## src/hw/rtl/p1305_pkg.sv

```systemverilog
`timescale 1ns / 1ps

package p1305_pkg;

   // Item and key widths.
   localparam int WORD_W       = 64;
   localparam int BLOCK_W      = 2 * WORD_W;
   localparam int CSR_INDEX_W  = 2;

   // Radix 2^26 arithmetic. The accumulator limbs carry one spare bit, a limb plus a
   // message limb needs one more, and five times a key limb needs three more.
   localparam int LIMB_W       = 26;
   localparam int NUM_LIMBS    = 5;
   localparam int ACC_W        = LIMB_W + 1;
   localparam int SUM_W        = LIMB_W + 2;
   localparam int COEF_W       = LIMB_W + 3;
   localparam int PROD_W       = SUM_W + COEF_W;
   localparam int COL_W        = PROD_W + 4;
   localparam int FOLD_W       = COL_W - LIMB_W + 3;

   // 2^130 is congruent to 5 modulo 2^130 - 5.
   localparam int FOLD_MUL     = 5;
   localparam int CARRY_PASSES = 3;

   localparam int QUEUE_DEPTH  = 4;

   typedef enum logic [CSR_INDEX_W-1:0] {
      CSR_R_LOW  = 2'd0,
      CSR_R_HIGH = 2'd1,
      CSR_S_LOW  = 2'd2,
      CSR_S_HIGH = 2'd3
   } csr_index_type;

   typedef enum logic {
      OP_ABSORB = 1'b0,
      OP_FINISH = 1'b1
   } op_type;

   typedef struct packed {
      op_type              op;
      logic                high_bit;
      logic [WORD_W-1:0]   block_high;
      logic [WORD_W-1:0]   block_low;
   } item_type;

   typedef struct packed {
      logic     valid;
      item_type item;
   } head_type;

   typedef struct packed {
      logic [BLOCK_W-1:0] r;
      logic [BLOCK_W-1:0] s;
   } key_type;

   typedef enum logic [2:0] {
      ENG_IDLE,
      ENG_MUL,
      ENG_FOLD,
      ENG_FIN_CARRY,
      ENG_FIN_SEL,
      ENG_FIN_ADD
   } eng_state_type;

endpackage

```

## src/hw/rtl/p1305_front.sv

```systemverilog
`timescale 1ns / 1ps

module p1305_front #(
   parameter int DEPTH = p1305_pkg::QUEUE_DEPTH
) (
   input  logic                          clock,
   input  logic                          reset,
   input  logic                          req_valid,
   output logic                          req_ready,
   input  logic                          req_op,
   input  logic [p1305_pkg::WORD_W-1:0]  req_block_low,
   input  logic [p1305_pkg::WORD_W-1:0]  req_block_high,
   input  logic                          req_high_bit,
   input  logic                          pop,
   output p1305_pkg::head_type           head
);

   localparam int PTR_W = (DEPTH > 1) ? $clog2(DEPTH) : 1;
   localparam int CNT_W = $clog2(DEPTH + 1);

   p1305_pkg::item_type slot_ff [DEPTH];
   p1305_pkg::item_type word;
   logic [PTR_W-1:0]    rd_ptr_ff, rd_ptr_in;
   logic [PTR_W-1:0]    wr_ptr_ff, wr_ptr_in;
   logic [CNT_W-1:0]    count_ff, count_in;
   logic                push;

   assign req_ready = (count_ff != CNT_W'(DEPTH));
   assign push      = req_valid && req_ready;

   // Each word is tagged with its operation as it is taken in.
   always_comb begin
      word.op         = p1305_pkg::op_type'(req_op);
      word.high_bit   = req_high_bit;
      word.block_high = req_block_high;
      word.block_low  = req_block_low;
   end

   always_comb begin
      wr_ptr_in = wr_ptr_ff;
      rd_ptr_in = rd_ptr_ff;
      if (push) begin
         wr_ptr_in = (wr_ptr_ff == PTR_W'(DEPTH - 1)) ? '0 : wr_ptr_ff + PTR_W'(1);
      end
      if (pop) begin
         rd_ptr_in = (rd_ptr_ff == PTR_W'(DEPTH - 1)) ? '0 : rd_ptr_ff + PTR_W'(1);
      end
      case ({push, pop})
         2'b10:   count_in = count_ff + CNT_W'(1);
         2'b01:   count_in = count_ff - CNT_W'(1);
         default: count_in = count_ff;
      endcase
   end

   always_ff @(posedge clock) begin
      if (reset) begin
         rd_ptr_ff <= '0;
         wr_ptr_ff <= '0;
         count_ff  <= '0;
      end else begin
         rd_ptr_ff <= rd_ptr_in;
         wr_ptr_ff <= wr_ptr_in;
         count_ff  <= count_in;
      end
   end

   always_ff @(posedge clock) begin
      if (push) begin
         slot_ff[wr_ptr_ff] <= word;
      end
   end

   assign head.valid = (count_ff != '0);
   assign head.item  = slot_ff[rd_ptr_ff];

endmodule

```

## config.mk

```make
export PLATFORM = sky130hd
export DESIGN_NAME = p1305_front
export DESIGN_NICKNAME = d
export VERILOG_FILES = /design/src/hw/rtl/p1305_pkg.sv /design/src/hw/rtl/p1305_front.sv
export SDC_FILE = /design/constraint.sdc
export NUM_CORES = 1
export LEC_CHECK = 0
export BUFFER_PORTS_ARGS = -buffer_cell sky130_fd_sc_hd__buf_2
export CAP_MARGIN = 10
export CORE_MARGIN = 2
export CORE_UTILIZATION = 40
export DETAILED_ROUTE_END_ITERATION = 10
export SYNTH_ARGS = -nofsm -noshare
export SYNTH_HDL_FRONTEND = slang
export SYNTH_SLANG_ARGS = --single-unit
```

## constraint.sdc

```tcl
create_clock -name clock -period 11.49 [get_ports clock]
set_input_delay 3.447 -clock clock [delete_from_list [all_inputs] [get_ports clock]]
set_output_delay 3.447 -clock clock [all_outputs]
set_load 0.03 [all_outputs]
```

======== After elaboration in Yosys (flattened, before gate mapping) ========
Memory sizes are Yosys's and may differ from the RTL's. A register that Yosys moved wholly into a read port is not among the register bits.
Index checks and enable logic that the tools add are counted.
storage, ports and cells
  output and inout bits ................... 132
  memory bits (writable) .................. 520
  word-level logic and storage cells ...... 23
  flip-flop bits (word level) ............. 7
  memories ................................ 1
memory list
  memory   words  bits a word  rd ports  clocked after memory_dff  wr ports  RTL line           RTL
  slot_ff  4      130          1         1                         1         p1305_front.sv:21  p1305_pkg::item_type slot_ff [DEPTH];
cells by class
  multiplexer cells ....................... 7
  add/subtract/negate cells ............... 4
  reductions and logical operators ........ 3
  equal/unequal tests ..................... 5
operators with widths
  kind                                                 number
  two-way mux 2 bit                                    4
  equality test 2 bit, second input constant           3
  case mux 3 bit (2 select lines)                      1
  adder 2 x 1 -> 2 bit, second input constant          2
  adder 3 x 1 -> 3 bit, second input constant          1
  != test 3 bit, second input constant                 1
  nonzero test 3 bit                                   1
  subtractor 3 x 1 -> 3 bit, second input constant     1
  equality test 2 x 1 -> 1 bit, second input constant  1
  two-way mux 1 bit                                    2
  nonzero test 2 bit                                   1
  logical AND 1 bit                                    1

======== Longest topological paths before layout ========
Gate-level depths: netlist of the first run.
  depth in word-level cells ............... 4
  gate-level depth with buffers ........... 9

======== Least setup slack after synthesis of the first run ========
Ideal clock, no wire load.
  path kind ............................... input-to-reg
  from .................................... input port req_valid
  to ...................................... memory slot_ff[3][0] in the netlist's numbering (enable)
  setup time .............................. 0.505 ns
  arrival time ............................ 6.489 ns
  stages .................................. 1
  setup slack ............................. 4.496 ns
  buffers on the path ..................... 0
  data required time ...................... 10.985 ns
  path through ............................ and3_1
between the ends
  cells in the longest elaborated chain, start to end .. 3
ends and longest elaborated chain
  item                                     RTL line           RTL
  start: declaration                       p1305_front.sv:8   input logic req_valid,
  logical AND 1 bit                        p1305_front.sv:29  assign push = req_valid && req_ready;
  two-way mux 1 bit                        p1305_front.sv:68  if (push) begin
  two-way mux 1 bit (not written as such)  p1305_front.sv:69  slot_ff[wr_ptr_ff] <= word;
  end: declaration                         p1305_front.sv:21
Every way passes these cells.

==> impl_metrics.json, run 1 <==
{
  "setup_ws_ns": 4.75,
  "yosysMostFrequentCell": "edfxtp_1",
  "p_clk_share_pct": 35.4,
  "cts_buffers": 54,
  "fin_cells": 1693,
  "vias_per_cell": 5.04,
  "finalSetupViolations": 0,
  "clk_root_buffer_cell": "clkbuf_16",
  "synth_compound_area_share_pct": 0.149,
  "start_kind": "flop",
  "crit_path_end_kind": "output port",
  "hold_path_startpoint": "count_ff[2]",
  "nNetsFinal": 1172,
  "clkTransAtPathRegs_ns": 0.06,
  "critPathKind": "reg -> out",
  "max_slew_margin_pct": 36.6,
  "drv_cap": 0,
  "gp_congestion": 0.699,
  "area_growth_pct": 18.1,
  "vias": 8536,
  "synth_top_area_share_pct": 80.8,
  "powerDensity_nw_per_um2": 196,
  "cts.repair.resized": 0,
  "die_w_um": 224,
  "start_util_pct": 40.5,
  "p_leak_nw": 7.59,
  "overflow": 0,
  "total_power_mw": 4.47,
  "post_drt_wl_per_cell_um": 21.4,
  "core_um2": 47700,
  "power_switching_share_pct": 24.7,
  "synth_edf_count": 520,
  "cpPeakStageDelay_ns": 0.97,
  "yosys_warnings": 0,
  "cts_htree_levels": 2,
  "outcome": "finished, final reports clean",
  "grt_max_degree": 59,
  "n_fill_cell": 3947,
  "synthTopCellsByArea": "edfxtp_1, mux4_2, buf_12",
  "grt_pass1_vias": 9162,
  "cts_buffer_depth": 3,
  "holdPathEnd": "count_ff[2]",
  "clkLatencyLatePin_ns": 0.58,
  "syn_nets": 870,
  "p_comb_share_pct": 13.0,
  "hp-class": "reg -> reg",
  "rsz0062_at_grt": "false",
  "hpwlAfterDp_um": 21300,
  "post-place-ws_ns": 5.21,
  "max-vdd-ir-drop_uv": 129,
  "synth_flop_cell": "edfxtp_1",
  "max_freq_ghz": 0.148,
  "ctsHoldBuffers": 0,
  "num_rows": 80,
  "power_switching_mw": 1.11,
  "place_inst": 1590,
  "r2r_start": "count_ff[2]",
  "synthArstFlopShare_pct": 0,
  "seqPwrFrac_pct": 51.6,
  "cts.sink_count": 529,
  "yosys.area.top_type": "edfxtp_1",
  "synth.distinct_cells": 25,
  "synthTopCellsByCount": "edfxtp_1, mux4_2, buf_12",
  "grt_pass1_wl_um": 54800,
  "io_buffer_count": 265,
  "die-area_um2": 50100,
  "slowest_stage": "dfxtp_4",
  "clock-skew-final_ns": 0.0144,
  "ys_seq_elements": 529,
  "p_int_mw": 3.36,
  "synth-adder-area-share_pct": 0.492,
  "cts_setup_buffers": 0,
  "num_io_pins": 266,
  "synthCells": 729,
  "first_pass_iters": 4,
  "path_buf_inv": 2,
  "worstPathMaxFanout": 46,
  "r2r_cells": 8,
  "yosysSeqAreaShare_pct": 81.7,
  "grt_util_all_layers_pct": 14.6,
  "drt_iter0_markers": 578,
  "timing.final.crit_share_pct": 58.6,
  "hold_path_depth": 2,
  "required_ns": 8.04,
  "path_cells": "buf_4 -> mux4_2 -> buf_2",
  "hold_viol_final": 0,
  "drive_gt1_share_pct": 44.8,
  "die_y_um": 224,
  "drv_slew": 0,
  "syn_area_um2": 19300,
  "rr_endpoint": "count_ff[2]",
  "synth.area.mux_share_pct": 15.3,
  "avgSynthCellArea_um2": 26.5,
  "antenna_found_initial": 8,
  "drc": 0,
  "drt-total-wl_um": 36300,
  "tritoncts": "built",
  "fin_tns_setup_ns": 0,
  "critical_path_arrival_ns": 3.29,
  "final_antenna_net_count": 0,
  "worst_pin_slew_ns": 0.952,
  "synth_top_family_by_area": "multiplexers",
  "cpLargestDelayFamily": "buffers and inverters",
  "post-route-util_pct": 47.8,
  "fin_crit_ns": 6.74,
  "synth_simple_gate_area_share_pct": 0.472,
  "synth-xor-area-share_pct": 0.0906,
  "ff2ff_setup_slack_ns": 9.16
}
[metrics by stage]
stage / instance area [µm²] / hold slack (ns)
2_1_floorplan: 19300 / 0.461
3_3_place_gp: 21200 / 0.484
3_5_place_dp: 21200 / 0.512
4_1_cts: 22800 / 0.525
5_1_grt: 22800 / 0.571
6_report: 22800 / 0.517
[worst max-delay path by stage]
stage / startpoint / endpoint / slack, ns / depth (start not counted)
after floorplan: req_valid / slot_ff[3][0] / 4.50 / 1
after global placement: flop / head[86] / 5.19 / 3
after detailed placement: flop / head[86] / 5.21 / 3
after CTS: flop / head[86] / 4.55 / 3
after global routing: flop / head[20] / 4.39 / 3
final: flop / head[39] / 4.75 / 3
[layout make-up]
class                           count  area, µm²  share of cell area (%)
Sequential cell                   529      15800                    69.2
Multi-Input combinational cell    164       3210                    14.1
Clock buffer                       66       1460                    6.39
Timing Repair Buffer              277       1420                    6.20
Tap cell                          615        769                    3.37
Clock inverter                     32        145                   0.636
Inverter                            5       18.8                  0.0822
Antenna cell                        5       12.5                  0.0548
[worst reg2reg max path: cells and delay by family (launching register included)]
kind                     cells  cell delay, ns
AO/OA/AOI/OAI                1            0.14
flip-flops                   1            0.36
AND/OR/NAND/NOR              3            0.98
XOR/XNOR                     1            0.17
adder cells (fa/ha/maj)      2            0.57
buffers and inverters        1            0.06
[state kept, by name (all words and copies together), names as in the netlist, named ones only]
signal     cells
wr_ptr_ff      2
slot_ff      520
rd_ptr_ff      2
count_ff       3
[layer usage]
layer	global-route usage [%]	up-vias	part of all wire, %
li1	-	3773	-
met1	18.5	4463	41
met2	23.3	220	48
met3	5.52	72	8.2
met4	5.03	8	2.4
met5	0	-	0.13
[power by group through the flow]
stage | Combinational [mW] | Sequential [mW] | Clock, mW
2_1_floorplan | 0.425 | 2.34 | 0
3_3_place_gp | 0.589 | 2.34 | 0
3_5_place_dp | 0.593 | 2.35 | 0
4_1_cts | 0.594 | 2.31 | 1.63
5_1_grt | 0.622 | 2.32 | 1.70
6_report | 0.580 | 2.31 | 1.58
[cell families after synthesis]
kind of cell | after synthesis
flops | 529
mux | 133
buf+inv | 36
simple gates | 17
fa+ha+maj | 7
compound gates | 5
xor+xnor | 2
[cell usage in the layout, fill, tap and decap left out, drive strengths merged]
| master | Yosys | layout |
|---|---|---|
| clkbuf | 3 | 66 |
| and3 | 4 | 4 |
| fa | 1 | 1 |
| or3 | 3 | 3 |
| mux4 | 130 | 130 |
| nand2 | 1 | 1 |
| clkinv | 0 | 30 |
| o21ai | 2 | 2 |
| inv | 5 | 7 |
| a21oi | 2 | 2 |
| nor2 | 6 | 6 |
| diode | 0 | 5 |
| nand2b | 2 | 2 |
| or3b | 1 | 1 |
| a211o | 1 | 1 |
| edfxtp | 520 | 520 |
| ha | 6 | 6 |
| dfxtp | 9 | 9 |
| buf | 28 | 277 |
| xor2 | 2 | 2 |
| mux2i | 3 | 3 |
(Power assumes the default switching activity.)
==> inputs of run 2 (changes only) <==
==> constraint.sdc (replaced) <==
create_clock -name clock -period 6.13 [get_ports clock]
set_input_delay 1.839 -clock clock [delete_from_list [all_inputs] [get_ports clock]]
set_output_delay 1.839 -clock clock [all_outputs]
set_load 0.03 [all_outputs]
==> impl_metrics.json, run 2 (synthesis gave the netlist of run 1 again) <==
{
  "cpPeakStageDelay_ns": 0.61,
  "cts_htree_levels": 2,
  "clkTransAtPathRegs_ns": 0.05,
  "hpwlAfterDp_um": 21200,
  "area_growth_pct": 19.0,
  "required_ns": 4.29,
  "fin_crit_ns": 4.35,
  "max-vdd-ir-drop_uv": 356,
  "path_buf_inv": 2,
  "grt_util_all_layers_pct": 14.5,
  "vias": 8501,
  "r2r_start": "count_ff[2]",
  "final_common_cell": "edfxtp_1",
  "top_regs": "slot_ff x520, count_ff x3",
  "fin_tns_setup_ns": 0,
  "worstPathMaxFanout": 62,
  "die_w_um": 224,
  "die_y_um": 224,
  "outcome": "finished, final reports clean",
  "powerDensity_nw_per_um2": 371,
  "clkLatencyLatePin_ns": 0.59,
  "hp-class": "reg -> reg",
  "cts_setup_buffers": 0,
  "critical_path_arrival_ns": 2.51,
  "slowest_stage": "mux4_2",
  "cts.sink_count": 529,
  "finalSetupViolations": 0,
  "clock-skew-final_ns": 0.0104,
  "p_leak_nw": 7.65,
  "vias_per_cell": 5.02,
  "start_kind": "flop",
  "hold_slack_ns": 0.513,
  "multi_input_area_um2": 3210,
  "cts.repair.resized": 0,
  "grt_max_degree": 63,
  "n_fill_cell": 3886,
  "drv_cap": 0,
  "grt_pass1_vias": 9153,
  "largest_reg_flops": 520,
  "holdPathEnd": "count_ff[2]",
  "first_pass_iters": 4,
  "max_freq_ghz": 0.230,
  "cts_buffers": 53,
  "core_um2": 47700,
  "crit_path_end_kind": "output port",
  "drc": 0,
  "start_util_pct": 40.5,
  "seq_area_um2": 15800,
  "ctsHoldBuffers": 0,
  "cpLargestDelayFamily": "buffers and inverters",
  "antenna_found_initial": 10,
  "hold_path_depth": 2,
  "r2r_cells": 8,
  "nNetsFinal": 1172,
  "max_slew_margin_pct": 36.9,
  "hold_path_startpoint": "count_ff[2]",
  "worst_pin_slew_ns": 0.946,
  "drt_iter0_markers": 539,
  "cts_buffer_depth": 3,
  "clk_root_buffer_cell": "clkbuf_16",
  "critPathKind": "reg -> out",
  "layout_common_cells": "edfxtp_1, buf_2, mux4_2",
  "drv_slew": 0,
  "post_drt_wl_per_cell_um": 21.5,
  "num_io_pins": 266,
  "overflow": 0,
  "grt_pass1_wl_um": 54600,
  "rr_endpoint": "count_ff[2]",
  "tritoncts": "built",
  "gp_congestion": 0.701,
  "io_buffer_count": 265,
  "final_antenna_net_count": 0,
  "timing.final.crit_share_pct": 70.9,
  "die-area_um2": 50100,
  "drive_gt1_share_pct": 45.1,
  "num_rows": 80,
  "hold_viol_final": 0,
  "largest-register": "slot_ff",
  "rsz0062_at_grt": "false",
  "drt-total-wl_um": 36300,
  "ff2ff_setup_slack_ns": 3.77,
  "path_cells": "buf_12 -> mux4_2 -> buf_2"
}
[run 2: changes by cell type in the layout (fill, tap and decap cells not counted), sizes merged]
cell / delta
diode: -1
buf: +1
clkinv: -8
inv: -1
clkinvlp: +2
bufinv: +5
clkbuf: +1
[run 2: cell type report]
type | instances | share of cell area, %
Clock buffer | 67 | 6.18
Sequential cell | 529 | 68.7
Tap cell | 615 | 3.34
Antenna cell | 4 | 0.0435
Timing Repair Buffer | 278 | 6.57
Clock inverter | 30 | 1.15
Multi-Input combinational cell | 164 | 14.0
Inverter | 5 | 0.0816
[run 2: worst max-delay path by stage]
stage                          from             end  cells after the start
after floorplan           req_valid   slot_ff[3][0]                      1
after global placement    req_valid  slot_ff[2][71]                      3
after detailed placement       flop        head[41]                      3
after CTS                      flop        head[41]                      3
after global routing           flop        head[41]                      3
final                          flop        head[41]                      3
[run 2: per-layer routing]
metal	vias up	global-route usage [%]	part of all wire, %
met5	-	0	0.25
met4	14	4.97	2.4
met2	213	23.0	48
met3	70	4.91	7.3
li1	3762	-	-
met1	4442	18.9	42
[run 2: report_power, final]
part           switching [mW]  leakage, nW  total [mW]  internal, mW
Clock                    1.27        0.818        3.11          1.84
Combinational           0.727         1.98        1.11         0.385
Sequential             0.0635         4.84        4.31          4.25
Total                    2.06         7.65        8.54          6.47
[run 2: stage by stage]
stage	setup WS, ns	total power [mW]	cell area (µm²)	cells	util, %
after floorplan	0.744	5.18	19300	729	-
after global placement	2.34	5.51	21300	1591	44.6
after detailed placement	2.35	5.53	21300	1591	44.6
after CTS	1.71	8.67	23000	1688	48.2
after global routing	1.62	8.85	23000	1689	48.2
final	1.78	8.54	23000	1692	48.2
[run 2: tightest hold or removal path, cell delays in order (launching register included)]
cell	delay [ns]
dfxtp_1	0.32
o21ai_0	0.07
a21oi_1	0.07
